--- src/rtl/core/rps_pkg.sv ---
// ----------------------------------------------------------------------------
// Replica placement selector package
// Shared types and codes for the node table cells and the control logic.
// ----------------------------------------------------------------------------
package rps_pkg;

   localparam int IdWidth     = 16;
   localparam int WeightWidth = 31;
   localparam int SpaceWidth  = 48;
   localparam int LimitWidth  = 8;
   localparam int CopiesWidth = 4;
   localparam int SlotWidth   = 6;
   localparam int PickWidth   = 5;

   // Request kinds as they arrive on the request channel.
   typedef enum logic [1:0] {
      KIND_LOAD   = 2'd0,
      KIND_PING   = 2'd1,
      KIND_ERROR  = 2'd2,
      KIND_SELECT = 2'd3
   } req_kind_type;

   // Operation broadcast to every cell in the same cycle.
   typedef enum logic [2:0] {
      OP_NONE,
      OP_LOAD,
      OP_PING,
      OP_ERROR,
      OP_CLEAR,
      OP_SCAN,
      OP_PICK,
      OP_TAKE
   } cell_op_type;

   typedef enum logic [2:0] {
      ST_IDLE,
      ST_SCAN,
      ST_DECIDE,
      ST_PICK,
      ST_EMIT,
      ST_FAIL
   } state_type;

   typedef struct packed {
      cell_op_type            op;
      logic [IdWidth-1:0]     node_id;
      logic [IdWidth-1:0]     group_id;
      logic                   active;
      logic                   can_put;
      logic                   down;
      logic [WeightWidth-1:0] weight;
      logic [SpaceWidth-1:0]  space;
      logic [LimitWidth-1:0]  limit;
      logic                   fire;
   } bus_type;

   // Running minimum handed from cell to cell during a pick pass.
   typedef struct packed {
      logic                   valid;
      logic [WeightWidth-1:0] weight;
      logic [IdWidth-1:0]     id;
   } link_type;

endpackage

--- src/rtl/core/rps_cell.sv ---
// ----------------------------------------------------------------------------
// Replica placement selector cell
// Holds one table slot and one stage of the minimum-weight chain.
// ----------------------------------------------------------------------------
module rps_cell #(
   parameter int IDX_W = 6
) (
   input  logic                 clock,
   input  logic                 reset,
   input  logic                 sel,
   input  rps_pkg::bus_type     bus,
   input  logic [IDX_W-1:0]     my_index,
   input  rps_pkg::link_type    link_in,
   input  logic [IDX_W-1:0]     idx_in,
   output rps_pkg::link_type    link_out,
   output logic [IDX_W-1:0]     idx_out,
   output logic                 fire,
   output logic [rps_pkg::IdWidth-1:0] group
);

   logic                                valid_ff;
   logic                                cand_ff;
   logic                                killed_ff;
   logic [rps_pkg::IdWidth-1:0]         id_ff;
   logic [rps_pkg::IdWidth-1:0]         group_ff;
   logic                                active_ff;
   logic                                can_put_ff;
   logic                                down_ff;
   logic [rps_pkg::WeightWidth-1:0]     weight_ff;
   logic [rps_pkg::SpaceWidth-1:0]      free_ff;
   logic [rps_pkg::LimitWidth-1:0]      errs_ff;
   rps_pkg::link_type                   link_ff;
   logic [IDX_W-1:0]                    idx_ff;
   logic                                elig;
   logic                                take_own;

   assign elig = valid_ff && active_ff && can_put_ff && !down_ff && (bus.space < free_ff);
   assign fire = elig && !killed_ff;
   assign group = group_ff;
   assign take_own = cand_ff && (!link_in.valid || (weight_ff < link_in.weight));
   assign link_out = link_ff;
   assign idx_out = idx_ff;

   always_ff @(posedge clock) begin
      if (reset) begin
         valid_ff <= 1'b0;
         cand_ff <= 1'b0;
         killed_ff <= 1'b0;
      end else begin
         case (bus.op)
            rps_pkg::OP_LOAD: begin
               if (sel) valid_ff <= 1'b1;
            end
            rps_pkg::OP_CLEAR: begin
               cand_ff <= 1'b0;
               killed_ff <= 1'b0;
            end
            rps_pkg::OP_SCAN: begin
               if (sel) cand_ff <= fire;
               if (bus.fire && (bus.group_id == group_ff)) killed_ff <= 1'b1;
            end
            rps_pkg::OP_TAKE: begin
               if (sel) cand_ff <= 1'b0;
            end
            default: begin
            end
         endcase
      end
   end

   always_ff @(posedge clock) begin
      case (bus.op)
         rps_pkg::OP_LOAD: begin
            if (sel) begin
               id_ff <= bus.node_id;
               group_ff <= bus.group_id;
               active_ff <= bus.active;
               can_put_ff <= bus.can_put;
               down_ff <= bus.down;
               weight_ff <= bus.weight;
               free_ff <= '0;
               errs_ff <= '0;
            end
         end
         rps_pkg::OP_PING: begin
            if (sel && valid_ff) begin
               free_ff <= bus.space;
               errs_ff <= '0;
               down_ff <= 1'b0;
            end
         end
         rps_pkg::OP_ERROR: begin
            if (sel && valid_ff) begin
               if (errs_ff >= bus.limit) down_ff <= 1'b1;
               else errs_ff <= errs_ff + 1'b1;
            end
         end
         rps_pkg::OP_PICK: begin
            if (take_own) begin
               link_ff.valid <= 1'b1;
               link_ff.weight <= weight_ff;
               link_ff.id <= id_ff;
               idx_ff <= my_index;
            end else begin
               link_ff <= link_in;
               idx_ff <= idx_in;
            end
         end
         default: begin
         end
      endcase
   end

endmodule

--- config.mk ---
export PLATFORM = sky130hd
export DESIGN_NAME = rps_cell
export DESIGN_NICKNAME = d
export VERILOG_FILES = /design/src/rtl/core/rps_pkg.sv /design/src/rtl/core/rps_cell.sv
export SDC_FILE = /design/constraint.sdc
export NUM_CORES = 1
export LEC_CHECK = 0
export ABC_AREA = 1
export BUFFER_PORTS_ARGS = -buffer_cell sky130_fd_sc_hd__buf_2
export CELL_PAD_IN_SITES_DETAIL_PLACEMENT = 1
export CELL_PAD_IN_SITES_GLOBAL_PLACEMENT = 1
export CORE_UTILIZATION = 36
export CTS_CLUSTER_SIZE = 16
export DETAILED_ROUTE_END_ITERATION = 10
export PLACE_DENSITY_LB_ADDON = 0.12
export SYNTH_ARGS = -nofsm -noshare
export SYNTH_HDL_FRONTEND = slang
export SYNTH_SLANG_ARGS = --single-unit
export TNS_END_PERCENT = 10
--- constraint.sdc ---
create_clock -name clock -period 5 [get_ports clock]
set_input_delay 0.75 -clock clock [delete_from_list [all_inputs] [get_ports clock]]
set_output_delay 0.75 -clock clock [all_outputs]
set_load 0.02 [all_outputs]
==> flow_metrics.py <==
metrics = {
    "timing": {
        "slew_violations": 0,
        "fmax_mhz": 344,
        "fin_crit_sh": 0.582,
        "hold_viol": 0,
        "tns_ns": 0,
        "grt_setup_unrepaired": "false",
        "fin_crit_ns": 2.91,
        "worst_clock_skew_ns": 0.0147,
        "tightest_slew_ns": 1.21,
        "relSlewSlack": 0.188,
        "setup_violations": 0,
    },
    "place": {
        "dp.final_hpwl_um": 17600,
        "gp_congestion": 0.761,
        "portBuffers": 259,
    },
    "yosys": {
        "yosys.area.top_type": "edfxtp_1",
        "synth-edff-count": 176,
        "ys_seq_area_frac": 0.577,
        "avgSynthCellArea_um2": 9.99,
        "yosys.area.top_type_share": 0.570,
        "ys_seq_elements": 179,
        "synth.distinct_cells": 33,
        "synth_area_um2": 9270,
        "synth_area_leaders": "edfxtp_1 (57%), ha_1 (12%), nand2_1 (8.5%)",
        "syn_inst": 928,
        "ys.flop_type": "edfxtp_1",
        "synth_fp_nets": 1203,
        "ys_warn_count": 0,
        "ys_async_sr_fraction": 0,
    },
    "die": {
        "io_pins": 260,
        "start_util": 0.368,
        "rows": 58,
        "dieArea_um2": 26400,
        "core_um2": 25200,
        "die_h_um": 162,
        "die_w_um": 162,
    },
    "clock_tree": {
        "cts_buffers": 17,
        "tritoncts": "done",
        "post-cts-setup-buffers": 0,
        "clk_pin_slew_ns": 0.06,
        "post_cts_resized": 0,
        "h-tree-depth": 4,
        "clk_latency_ns": 0.42,
        "cts-root-buf": "clkbuf_16",
        "cts_hold_buffers": 0,
        "ctsLongestPathBuffers": 2,
        "cts_sinks": 179,
    },
    "detailed_routing": {
        "drtIter0Drc": 303,
        "routed_wl_um": 23400,
        "first_pass_iters": 4,
        "route.detailed.drc": 0,
        "vias": 7101,
        "wl_per_cell_um": 15.3,
        "drtAntennaViolNets": 0,
        "vias_per_cell": 4.62,
    },
    "finish": {
        "regArea_um2": 5350,
        "drive_gt1_frac": 0.252,
        "fin_nets": 1466,
        "fill_cells": 2947,
        "syn_to_final_growth_pct": 24.3,
        "multi_input_area_um2": 3170,
        "finish.utilization": 0.457,
    },
    "worst_setup_path": {
        "crit_slowest_cell": "ha_1",
        "rr_endpoint": "errs_ff[1]",
        "rrSetupSlack_ns": 2.49,
        "critPathArrivalTime_ns": 2.16,
        "cp_max_fo": 2,
        "worstPathCellList": "buf_2, ha_1, nand2_1, nor2_1, nand4_1, nor2_1, nand2_1, nand2_1, nor2_1, and2_1, buf_2",
        "crit_end": "fire",
        "critPathKind": "in2out",
        "start_kind": "input port",
        "reg2reg_from": "errs_ff[1]",
        "crit_path_end_kind": "primary output",
        "reg2reg_depth": 6,
        "critPathRequiredTime_ns": 4.25,
        "worst_path_largest_cell_delay_ns": 0.29,
        "crit_path_start": "bus[40]",
    },
    "global_route": {
        "grtUsageTotal": 0.181,
        "antenna_found_initial": 5,
        "grt_start_max_net_pins": 59,
        "grt_overflow": 0,
        "grt_pass1_wl_um": 36700,
        "grt_pass1_vias": 7035,
    },
    "pwr": {
        "p_leak_nw": 5.53,
        "ir_drop_mv": 0.184,
        "power.density_nw_per_um2": 292,
    },
    "hold_path": {
        "hold_class": "reg2reg",
    },
    "flow_run": {
        "maxCapViolations": 0,
    },
    "status": {
        "outcome": "finished clean",
    },
}
synth_stat cells, types with 2 or more instances:
library cell / n
a21oi_1: 43
buf_1: 5
buf_2: 6
buf_4: 3
buf_6: 2
clkbuf_1: 5
dfxtp_1: 3
edfxtp_1: 176
ha_1: 86
inv_1: 176
nand2_1: 210
nand2_4: 2
nand3_1: 62
nand4_1: 13
nor2_1: 85
nor3_1: 7
nor4_1: 2
o21a_1: 5
o21ai_0: 13
o21bai_1: 3
o22ai_1: 3
xnor2_1: 5
xor2_1: 3
cell usage in the layout, fill, tap and decap left out, types with 3 or more instances in the layout:
cell type / count
buf_2: 259
nand2_1: 210
edfxtp_1: 176
inv_1: 175
ha_1: 86
nor2_1: 84
nand3_1: 62
a21oi_1: 43
clkbuf_16: 17
nand4_1: 13
o21ai_0: 12
nor3_1: 7
buf_4: 6
o21a_1: 5
xnor2_1: 5
diode_2: 3
o21bai_1: 3
xor2_1: 3
o22ai_1: 3
inv_6: 3
clkinv_4: 3
where the power goes:
part           total (mW)  switching, mW  internal, mW
clock network        1.34          0.631         0.704
registers            1.70         0.0131          1.69
logic               0.324          0.190         0.135
logic make-up (layout without fill, tap and decap cells):
| family | Yosys count | in the layout | share of synthesized area |
|---|---|---|---|
| compound gates | 71 | 71 | 0.0421 |
| xor+xnor | 8 | 8 | 0.00756 |
| fa+ha+maj | 86 | 86 | 0.116 |
| buf+inv | 197 | 473 | 0.0834 |
| flops | 179 | 179 | 0.577 |
| other cells | 0 | 3 | 0 |
| simple gates | 387 | 387 | 0.174 |
critical path: cells and delay by family:
kind / cells / cell delay (ns)
AND/OR/NAND/NOR: 8 / 0.82
adder cells (fa/ha/maj): 1 / 0.29
buffers and inverters: 2 / 0.28
state kept, by name, summed over array words and instances (netlist names):
register and cells:
idx_out 6, id_ff 16, can_put_ff 1, free_ff 48, weight_ff 31, cand_ff 1, errs_ff 8, killed_ff 1
link_out 48, group 16, active_ff 1, valid_ff 1, down_ff 1
per-stage QoR:
stage	total power [mW]	hold slack [ns]	instance area, um^2	std cells	setup slack (ns)
after floorplan	1.91	0.432	9270	928	1.11
after global placement	2.05	0.442	10900	1502	1.95
after detailed placement	2.06	0.453	10900	1502	1.97
after CTS	3.41	0.462	11500	1534	2.06
after global routing	3.51	0.466	11500	1537	1.95
final	3.36	0.462	11500	1537	2.09
layout make-up:
type / instances / share of cell area
clock inverter: 14 / 0.0130
antenna: 3 / 0.000652
clock buffer: 18 / 0.0373
multi-input combinational: 552 / 0.275
timing repair buffer: 265 / 0.116
inverter: 176 / 0.0574
tap: 330 / 0.0359
sequential: 179 / 0.464
worst min path at each step:
stage	endpoint	slack [ns]	from	cells past startpoint
2_1_floorplan	killed_ff	0.43	killed_ff	2
3_3_place_gp	killed_ff	0.44	killed_ff	2
3_5_place_dp	killed_ff	0.45	killed_ff	2
4_1_cts	killed_ff	0.46	killed_ff	2
5_1_grt	weight_ff[18]	0.47	bus[75]	1
6_report	killed_ff	0.46	killed_ff	2
metal layers:
| layer | vias up | track usage | share of wire |
|---|---|---|---|
| met5 | - | 0 | 0.00055 |
| met4 | 2 | 0.0519 | 0.014 |
| met3 | 24 | 0.0443 | 0.059 |
| met2 | 167 | 0.310 | 0.50 |
| met1 | 3327 | 0.226 | 0.43 |
| li1 | 3581 | - | - |
No activity file was read; power rests on OpenSTA's default activity.
